## src/rtl/core/jpp_pkg.sv

```systemverilog
// jpp_pkg: shared constants and types for the json pretty printer
// character codes and the per-item step plan passed from decoder to sequencer
// no dependencies
`timescale 1ns / 1ps

package jpp_pkg;

  localparam logic [7:0] CH_LBRACE = 8'h7B;
  localparam logic [7:0] CH_LBRACK = 8'h5B;
  localparam logic [7:0] CH_RBRACE = 8'h7D;
  localparam logic [7:0] CH_RBRACK = 8'h5D;
  localparam logic [7:0] CH_COMMA  = 8'h2C;
  localparam logic [7:0] CH_COLON  = 8'h3A;
  localparam logic [7:0] CH_SP     = 8'h20;
  localparam logic [7:0] CH_TAB    = 8'h09;
  localparam logic [7:0] CH_LF     = 8'h0A;
  localparam logic [7:0] CH_CR     = 8'h0D;
  localparam logic [7:0] CH_NUL    = 8'h00;
  localparam logic [7:0] CH_QUOTE  = 8'h22;
  localparam logic [7:0] CH_BSLASH = 8'h5C;

  // bit positions of the output steps, in emission order
  localparam int STP_NL1   = 0;
  localparam int STP_IND1  = 1;
  localparam int STP_CHAR  = 2;
  localparam int STP_NL2   = 3;
  localparam int STP_IND2  = 4;
  localparam int STP_SPACE = 5;
  localparam int STP_NUL   = 6;
  localparam int NUM_STEPS = 7;

  typedef struct packed {
    logic [NUM_STEPS-1:0] steps;
    logic                 err;
  } plan_t;

endpackage

```

## src/rtl/core/jpp_decode.sv

```systemverilog
// jpp_decode: classifies one input byte against the parse state
// produces the step plan, indent count and next depth/string/escape state
// depends on jpp_pkg
`timescale 1ns / 1ps

module jpp_decode import jpp_pkg::*; #(
  parameter int MAX_DEPTH = 15,
  localparam int DW = $clog2(MAX_DEPTH + 1)
) (
  input  logic [7:0]  in_byte,
  input  logic        in_last,
  input  logic [DW-1:0] depth_i,
  input  logic        in_str_i,
  input  logic        esc_i,
  output plan_t       plan_o,
  output logic [DW-1:0] depth_o,
  output logic        in_str_o,
  output logic        esc_o,
  output logic [DW:0] ind_cnt_o
);

  logic [DW-1:0] depth_ind;
  logic          str_n;
  logic          esc_n;
  logic          fin;
  logic          has_ind;

  assign fin     = in_last || (in_byte == CH_NUL);
  assign has_ind = (depth_ind != '0);

  always_comb begin
    plan_o    = '0;
    depth_ind = depth_i;
    str_n     = in_str_i;
    esc_n     = esc_i;
    if (in_byte == CH_NUL) begin
      plan_o.steps = '0;
    end else if (in_str_i) begin
      plan_o.steps[STP_CHAR] = 1'b1;
      if (esc_i) begin
        esc_n = 1'b0;
      end else if (in_byte == CH_BSLASH) begin
        esc_n = 1'b1;
      end else if (in_byte == CH_QUOTE) begin
        str_n = 1'b0;
      end
    end else begin
      case (in_byte) inside
        CH_LBRACE, CH_LBRACK: begin
          if (depth_i < DW'(MAX_DEPTH)) begin
            depth_ind = depth_i + 1'b1;
          end else begin
            depth_ind  = DW'(MAX_DEPTH);
            plan_o.err = 1'b1;
          end
          plan_o.steps[STP_CHAR] = 1'b1;
          plan_o.steps[STP_NL2]  = 1'b1;
          plan_o.steps[STP_IND2] = (depth_ind != '0);
        end
        CH_RBRACE, CH_RBRACK: begin
          if (depth_i != '0) begin
            depth_ind = depth_i - 1'b1;
          end else begin
            plan_o.err = 1'b1;
          end
          plan_o.steps[STP_NL1]  = 1'b1;
          plan_o.steps[STP_IND1] = (depth_ind != '0);
          plan_o.steps[STP_CHAR] = 1'b1;
        end
        CH_COMMA: begin
          plan_o.steps[STP_CHAR] = 1'b1;
          plan_o.steps[STP_NL2]  = 1'b1;
          plan_o.steps[STP_IND2] = has_ind;
        end
        CH_COLON: begin
          plan_o.steps[STP_CHAR]  = 1'b1;
          plan_o.steps[STP_SPACE] = 1'b1;
        end
        CH_SP, CH_TAB, CH_LF, CH_CR: begin
          plan_o.steps = '0;
        end
        CH_QUOTE: begin
          str_n = 1'b1;
          plan_o.steps[STP_CHAR] = 1'b1;
        end
        default: begin
          plan_o.steps[STP_CHAR] = 1'b1;
        end
      endcase
    end
    plan_o.steps[STP_NUL] = fin;
  end

  assign ind_cnt_o = {depth_ind, 1'b0};
  assign depth_o   = fin ? '0 : depth_ind;
  assign in_str_o  = fin ? 1'b0 : str_n;
  assign esc_o     = fin ? 1'b0 : esc_n;

endmodule

```

## src/rtl/core/json_pretty_printer.sv

```systemverilog
// json_pretty_printer: top level, byte-stream JSON reformatter
// sequencer with a shared indent down-counter and a registered output stage
// depends on jpp_pkg and jpp_decode
//
// usage: compact JSON enters one byte per item on the in_ channel (in_tdata
// byte, in_tlast marks the last byte of a document). formatted bytes leave
// on the out_ channel, one per item; out_tlast marks the last result of an
// input byte, out_tuser carries stream_end (terminating NUL) and the depth
// error flag of that input byte.
// an input byte is registered into the sequencer, then its results are sent
// one per cycle while the output register is free; no new byte is taken
// until an item's last result is sent, set by the single output byte path
// and the indent counter that emits two spaces per nesting level. a dropped
// whitespace byte not marked last gives no result. results leave through the output register.
// when the receiver holds out_tready low, the output register holds its
// item and the sequencer waits; one finished result may wait while the next
// byte is accepted. reset clears depth, string and escape state and empties
// the output register.
`timescale 1ns / 1ps

module json_pretty_printer import jpp_pkg::*; #(
  parameter int MAX_DEPTH = 15
) (
  input  logic       clk,
  input  logic       rst_n,
  input  logic       in_tvalid,
  output logic       in_tready,
  input  logic [7:0] in_tdata,   // [7:0] in_byte
  input  logic       in_tlast,
  output logic       out_tvalid,
  input  logic       out_tready,
  output logic [7:0] out_tdata,  // [7:0] out_byte
  output logic       out_tlast,
  output logic [1:0] out_tuser   // [0] stream_end, [1] depth_error
);

  localparam int DW = $clog2(MAX_DEPTH + 1);

  localparam logic [2:0] ST_IDLE  = 3'd0;
  localparam logic [2:0] ST_NL1   = 3'(STP_NL1 + 1);
  localparam logic [2:0] ST_IND1  = 3'(STP_IND1 + 1);
  localparam logic [2:0] ST_CHAR  = 3'(STP_CHAR + 1);
  localparam logic [2:0] ST_NL2   = 3'(STP_NL2 + 1);
  localparam logic [2:0] ST_IND2  = 3'(STP_IND2 + 1);
  localparam logic [2:0] ST_SPACE = 3'(STP_SPACE + 1);
  localparam logic [2:0] ST_NUL   = 3'(STP_NUL + 1);

  logic [2:0]           state_r, state_nxt;
  logic [NUM_STEPS-1:0] steps_r, steps_nxt;
  logic                 err_r, err_nxt;
  logic [7:0]           chr_r, chr_nxt;
  logic [DW:0]          cnt_r, cnt_nxt;
  logic [DW-1:0]        depth_r, depth_nxt;
  logic                 in_str_r, in_str_nxt;
  logic                 esc_r, esc_nxt;
  logic                 out_vld_r, out_vld_nxt;
  logic [7:0]           out_byte_r, out_byte_nxt;
  logic                 out_last_r, out_last_nxt;
  logic                 out_end_r, out_end_nxt;
  logic                 out_err_r, out_err_nxt;

  plan_t         plan;
  logic [DW-1:0] dec_depth;
  logic          dec_str;
  logic          dec_esc;
  logic [DW:0]   dec_cnt;
  logic          accept;
  logic          slot_free;
  logic          is_ind;
  logic          more_ind;
  logic [2:0]    after;

  function automatic logic [2:0] next_step(input logic [NUM_STEPS-1:0] st,
                                           input logic [2:0] from);
    logic [2:0] res;
    res = ST_IDLE;
    for (int j = NUM_STEPS; j >= 1; j--) begin
      if ((3'(j) > from) && st[j-1]) begin
        res = 3'(j);
      end
    end
    return res;
  endfunction

  jpp_decode #(
    .MAX_DEPTH(MAX_DEPTH)
  ) u_decode (
    .in_byte  (in_tdata),
    .in_last  (in_tlast),
    .depth_i  (depth_r),
    .in_str_i (in_str_r),
    .esc_i    (esc_r),
    .plan_o   (plan),
    .depth_o  (dec_depth),
    .in_str_o (dec_str),
    .esc_o    (dec_esc),
    .ind_cnt_o(dec_cnt)
  );

  assign in_tready = (state_r == ST_IDLE);
  assign accept    = in_tvalid && in_tready;
  assign slot_free = !out_vld_r || out_tready;
  assign is_ind    = (state_r == ST_IND1) || (state_r == ST_IND2);
  assign more_ind  = is_ind && (cnt_r > (DW+1)'(1));
  assign after     = next_step(steps_r, state_r);

  always_comb begin
    state_nxt    = state_r;
    steps_nxt    = steps_r;
    err_nxt      = err_r;
    chr_nxt      = chr_r;
    cnt_nxt      = cnt_r;
    depth_nxt    = depth_r;
    in_str_nxt   = in_str_r;
    esc_nxt      = esc_r;
    out_vld_nxt  = out_vld_r && !out_tready;
    out_byte_nxt = out_byte_r;
    out_last_nxt = out_last_r;
    out_end_nxt  = out_end_r;
    out_err_nxt  = out_err_r;
    if (accept) begin
      state_nxt  = next_step(plan.steps, ST_IDLE);
      steps_nxt  = plan.steps;
      err_nxt    = plan.err;
      chr_nxt    = in_tdata;
      cnt_nxt    = dec_cnt;
      depth_nxt  = dec_depth;
      in_str_nxt = dec_str;
      esc_nxt    = dec_esc;
    end else if ((state_r != ST_IDLE) && slot_free) begin
      out_vld_nxt  = 1'b1;
      out_err_nxt  = err_r;
      out_end_nxt  = (state_r == ST_NUL);
      out_last_nxt = !more_ind && (after == ST_IDLE);
      case (state_r)
        ST_NL1, ST_NL2:             out_byte_nxt = CH_LF;
        ST_IND1, ST_IND2, ST_SPACE: out_byte_nxt = CH_SP;
        ST_CHAR:                    out_byte_nxt = chr_r;
        default:                    out_byte_nxt = CH_NUL;
      endcase
      if (more_ind) begin
        cnt_nxt = cnt_r - 1'b1;
      end else begin
        state_nxt = after;
      end
    end
  end

  always_ff @(posedge clk) begin
    if (!rst_n) begin
      state_r   <= ST_IDLE;
      depth_r   <= '0;
      in_str_r  <= 1'b0;
      esc_r     <= 1'b0;
      out_vld_r <= 1'b0;
    end else begin
      state_r   <= state_nxt;
      depth_r   <= depth_nxt;
      in_str_r  <= in_str_nxt;
      esc_r     <= esc_nxt;
      out_vld_r <= out_vld_nxt;
    end
  end

  always_ff @(posedge clk) begin
    steps_r    <= steps_nxt;
    err_r      <= err_nxt;
    chr_r      <= chr_nxt;
    cnt_r      <= cnt_nxt;
    out_byte_r <= out_byte_nxt;
    out_last_r <= out_last_nxt;
    out_end_r  <= out_end_nxt;
    out_err_r  <= out_err_nxt;
  end

  assign out_tvalid = out_vld_r;
  assign out_tdata  = out_byte_r;
  assign out_tlast  = out_last_r;
  assign out_tuser  = {out_err_r, out_end_r};

  a_depth_bound: assert property (@(posedge clk) disable iff (!rst_n)
    depth_r <= DW'(MAX_DEPTH))
    else $error("nesting depth above limit");

  a_ind_nonzero: assert property (@(posedge clk) disable iff (!rst_n)
    ((state_r == ST_IND1) || (state_r == ST_IND2)) |-> (cnt_r != '0))
    else $error("indent step entered with zero count");

  a_end_is_last: assert property (@(posedge clk) disable iff (!rst_n)
    (out_vld_r && out_end_r) |-> (out_last_r && (out_byte_r == CH_NUL)))
    else $error("stream end item is not a final NUL");

  a_doc_reset: assert property (@(posedge clk) disable iff (!rst_n)
    (accept && in_tlast) |=> ((depth_r == '0) && !in_str_r && !esc_r))
    else $error("parse state not cleared after final byte");

endmodule

```

## config.mk

```make
export PLATFORM = sky130hd
export DESIGN_NAME = json_pretty_printer
export DESIGN_NICKNAME = d
export VERILOG_FILES = /design/src/rtl/core/jpp_pkg.sv /design/src/rtl/core/jpp_decode.sv /design/src/rtl/core/json_pretty_printer.sv
export SDC_FILE = /design/constraint.sdc
export NUM_CORES = 1
export LEC_CHECK = 0
export BUFFER_PORTS_ARGS = -buffer_cell sky130_fd_sc_hd__buf_2
export CAP_MARGIN = 15
export CORE_MARGIN = 5
export CORE_UTILIZATION = 59
export DETAILED_ROUTE_END_ITERATION = 12
export PLACE_DENSITY = 0.89
export SLEW_MARGIN = 20
export SYNTH_ARGS = -nofsm -noshare
export SYNTH_HDL_FRONTEND = slang
export SYNTH_SLANG_ARGS = --single-unit
export TNS_END_PERCENT = 50
```

## constraint.sdc

```tcl
create_clock -name clk -period 3.02 [get_ports clk]
set_clock_uncertainty 0.15 [all_clocks]
set_input_delay 0.604 -clock clk [delete_from_list [all_inputs] [get_ports clk]]
set_output_delay 0.604 -clock clk [all_outputs]
set_load 0.03 [all_outputs]
```

Word-level counts from Yosys, hierarchy flattened
Index checks and enable logic that the tools add are counted.
- latch bits: 0
- memory bits (read-only): 0
- logic and storage cells: 165
- memory bits (writable): 0
- bits in registers: 42
- bits of input ports: 13
- memories: 0
- output and inout bits: 13
- muxes and demuxes: 76
- order comparisons: 9
- add/subtract/negate cells: 3
- multiply operators: 0
- bitwise logic cells: 1
- reductions and logical operators: 41
- shift-type cells: 0
- divide/modulo/power cells: 0
- eq/ne operators: 21
- operators by type and width (kind ; count):
    $mux 3 ; 19
    $mux 4 ; 14
    $eq 8x7->1 const B ; 5
    $mux 1 ; 33
    $eq 8x6->1 const B ; 4
    $eq 8x4->1 const B ; 3
    $pmux 8 s3 ; 1
    $reduce_bool 4->1 ; 4
    $mux 5 ; 3
    $eq 3x3->1 const B ; 4
    $gt 3x3->1 const A ; 4
    $logic_and 1x1->1 ; 12
    $mux 2 ; 5
    $reduce_and 2->1 ; 5
    $logic_not 8->1 ; 1
    $reduce_or 2->1 ; 4
    $eq 3x2->1 const B ; 2
    $gt 2x3->1 const A ; 2
    $logic_not 3->1 ; 2
    $mux 6 ; 1
    $reduce_bool 2->1 ; 3
    $gt 5x1->1 const B ; 1
    $sub 5x1->5 const B ; 1
    $add 4x1->4 const B ; 1
    13 further kinds ; 17

Depth between registers and ports, before layout
- depth in word-level cells: 23
- depth in mapped cells: 8
- depth with buffers taken out: 7

Modules after synthesis
From an unflattened synthesis, not the netlist that was laid out.
- cells, all modules: 277
- area, all modules: 2541.2 um^2
- by module, submodules not included (module ; instances ; area each (um^2) ; cells an instance):
    json_pretty_printer ; 1 ; 1896.8 ; 171
    jpp_decode ; 1 ; 644.4 ; 106

Worst setup path before layout
Ideal clock, no wire load.
- path type: register -> register
- from: register state_r[0]
- to: register state_r[1]
- stages on the path, launching flop included: 7
- library setup time: 91 ps
- arrival time: 2594 ps
- data required time: 2779 ps
- slack: 185 ps
- path through: dfxtp_1 -> clkbuf_1 -> nor3_1 -> nand2_1 -> inv_1 -> o221ai_1 -> a311oi_1
- RTL lines (element ; RTL line ; source):
    from (decl) ; json_pretty_printer.sv:48 ; logic [2:0] state_r, state_nxt;
    from (signal assigned) ; json_pretty_printer.sv:157 ; state_r <= state_nxt;
    $logic_not 3->1 * ; json_pretty_printer.sv:100 ; assign in_tready = (state_r == ST_IDLE);
    net in_tready ; json_pretty_printer.sv:27 ; output logic in_tready,
    $logic_and 1x1->1 * ; json_pretty_printer.sv:101 ; assign accept = in_tvalid && in_tready;
    net accept ; json_pretty_printer.sv:67 ; logic accept;
    $ne 2x2->1 (no source line) / $reduce_bool 2->1 (equally long branches) ; n/a ;
    $reduce_and 2->1 (no source line) ; n/a ;
Mark *: on every way through the listed nets, which the timed path passes. The rest lies on a longest branch. The select of a mux whose other input is x is not followed.
A chain may end at the register's enable or synchronous reset.

==> key figures <==
Setup path
  • CP Capture Type: flip-flop
  • CP peak stage delay: 0.48 ns
  • CP delay by family, top: compound AO/OA/AOI/OAI gates
  • Slowest CP cell: or3_1
  • Worst path cell trace: buf_2 > nand4b_1 > or3_1 > a32o_1 > a2111oi_0 > a31oi_1
  • Number of buffers and inverters on the critical path: 1
  • WP data arrival: 2.34 ns
  • Worst setup path class: input pin to flip-flop
  • Critical Path RT: 2.90 ns
  • CP startpoint kind: input pin
  • CP Max Fanout: 13

Clock network
  • Post-CTS Hold Fix Bufs: 0
  • Clock latency on the worst-skew pair: 0.30 ns
  • Clock Sink Count: 42
  • TritonCTS clock tree: built
  • Post-CTS Resized: 0
  • Root Buffer: clkbuf_8
  • H-tree levels: 2
  • Clock Path Buffers: 2
  • CTS buffer count: 5
  • Worst-path clk slew: 0.08 ns
  • Setup bufs post-CTS: 0

Synthesis
  • Top cells by count, synth: 31 x edfxtp_1, 25 x nor2_1, 16 x a21oi_1, 16 x nand2_1, 13 x inv_1
  • Synth top area cells: edfxtp_1 36%, dfxtp_1 8.6%, nor2_1 3.7%
  • Post-synth EDFFs: 31
  • Sequential share of the synthesized area: 44.9%
  • Post-synthesis cell count: 273
  • Synthesized Nets: 290
  • Synth warn: 0
  • Most frequent cell after synthesis: edfxtp_1
  • Avg Cell Area, Syn: 9.39 um2
  • Async set or reset register ratio after synthesis: 0%
  • Top cell type by total area after synthesis: edfxtp_1
  • Seq cells post-synth: 42
  • Post-Syn Area: 2560 um2
  • Yosys cell types: 62
  • Ys flop type: edfxtp_1
  • Top-area cell type share of the netlist area: 36.3%

STA
  • Final setup vio count: 0
  • Final min period: 2.46 ns
  • RSZ-0062 raised after global routing: false
  • Max_slew headroom: 65.1%
  • Worst-Margin Slew: 0.523 ns
  • Final period util: 81.3%
  • Highest Clock Rate: 407 MHz
  • Pins Over Slew Limit: 0
  • Setup Total Neg Slack: 0 ns
  • Fin. Hold Viols: 0

Die
  • Cell Rows: 24
  • Die width: 75.9 um
  • Die footprint: 5760 um2
  • Core area: 4290 um2
  • Die Span Y: 75.9 um
  • # IOs: 26
  • Starting Density: 59.7%

Global route
  • Largest net degree at the start of global routing: 18
  • Initial antenna violation count: 0
  • Total grt overflow: 0
  • Total GRT Usage: 21.3%
  • Vias in the first global route: 2,121
  • First-pass GRT wire length: 10,200 um

Power and ir drop
  • Worst VDD drop: 0.000331 V
  • Total Power: 0.00234 W
  • Leakage: 1.07 nW
  • PwrDens: 825 nW/um2

Place
  • Count of input and output buffers: 25
  • Detailed placer's ending HPWL: 4330 um
  • RD Place Congestion: 0.969

Final layout
  • Fillers: 342
  • Final net count: 313
  • Register area: 1150 um2
  • N_diodes: 0
  • Area of the multi-input gates: 1300 um2
  • Layout cells sized above 1: 15.5%
  • Area growth from synthesis to final layout: 10.9%

Status
  • Outcome: finished clean

Detailed routing
  • Routed vias/inst: 6.63
  • Pre-antenna DRT Iters: 5
  • Vias: 2,314
  • Wire per inst: 17.4 um
  • # DRC: 0
  • Initial DRC count: 195
  • Routed WL: 6080 um
  • Antenna Violating Nets Remaining: 0

Run
  • Total of max-cap violations: 0

Worst hold path
  • Worst Hold Class: flip-flop to flip-flop
[layout by cell type, fill, tap and decap left out, drive strengths merged, types with 4 or more instances in the layout]
master   netlist  final
or3            6      6
nand3          8      8
dfxtp         11     11
edfxtp        31     31
ha             4      4
nor2          25     25
clkbuf        12      5
nand3b         5      5
a21oi         16     16
o22ai          7      7
and2           8      8
o21ai         12     12
nand2b         8      8
nor2b          7      7
inv           13     13
nand2         16     16
a2111oi        4      4
buf            3     31
nor3          11     11
[state kept, by name, indices dropped and copies added, names as in the netlist]
signal and count:
chr_r 8, out_tdata 8, steps_r 7, cnt_r 5
depth_r 4, state_r 3, err_r 1, esc_r 1
in_str_r 1, out_end_r 1, out_err_r 1, out_tlast 1
out_tvalid 1
[worst reg2reg max path: cells and delay by family (launching register included)]
family | cells | cell delay [ns]
buffers and inverters | 1 | 0.07
DFF | 1 | 0.35
and+or+nand+nor | 1 | 0.18
adders and majority gates | 1 | 0.27
AOI/OAI and AO/OA | 4 | 1.13
[cell type report]
cell class                 count  share of cell area (%)
tap                           52                    2.29
clock inverter                 3                    1.41
inverter                      13                    1.72
sequential                    42                    40.5
clock buffer                   5                    2.42
timing repair buffer          31                    5.99
multi-input combinational    203                    45.7
[power breakdown]
group          internal, W  switching [W]
sequential        0.000859       0.000134
combinational     0.000322       0.000592
clock             0.000243       0.000195
total              0.00142       0.000921
[through the flow]
| stage | std cells | area, um2 | utilization [%] | hold WS (ns) | setup WS, ns |
|---|---|---|---|---|---|
| 2_1_floorplan | 273 | 2560 | - | 0.250 | 0.185 |
| 3_3_place_gp | 341 | 2730 | 63.6 | 0.253 | 0.324 |
| 3_5_place_dp | 341 | 2730 | 63.6 | 0.287 | 0.273 |
| 4_1_cts | 349 | 2840 | 66.2 | 0.305 | 0.589 |
| 5_1_grt | 349 | 2840 | 66.2 | 0.305 | 0.450 |
| 6_report | 349 | 2840 | 66.2 | 0.312 | 0.563 |
[routing by layer]
layer  global-route usage (%)  share of wire [%]  vias to the layer above
met3                     3.91                6.6                       22
met2                     34.9                 50                      116
li1                         -                  -                     1081
met1                     26.9                 40                     1095
met5                        0                  0                        -
met4                     10.3                3.4                        0
[logic make-up (layout without fill, tap and decap cells)]
group	count (synthesis)	in the layout	synth area share [%]
xor+xnor	4	4	1.37
compound gates	78	78	21.3
mux	3	3	1.17
flops	42	42	44.9
simple gates	114	114	24.8
fa+ha+maj	4	4	1.95
buf+inv	28	52	4.44
[worst paths after layout]
| path | startpoint | to | slack, ns | cells past startpoint |
|---|---|---|---|---|
| max | in_tdata[0] | steps_r[4]$_DFFE_PP_ | 0.56 | 6 |
| min | err_r$_SDFFCE_PP0P_ | out_err_r$_DFFE_PP_ | 0.31 | 0 |
| max reg2reg | depth_r[0]$_SDFFE_PN0P_ | steps_r[4]$_DFFE_PP_ | 0.62 | 7 |
| min reg2reg | err_r$_SDFFCE_PP0P_ | out_err_r$_DFFE_PP_ | 0.31 | 0 |
No activity file was read; power rests on OpenSTA's default activity.
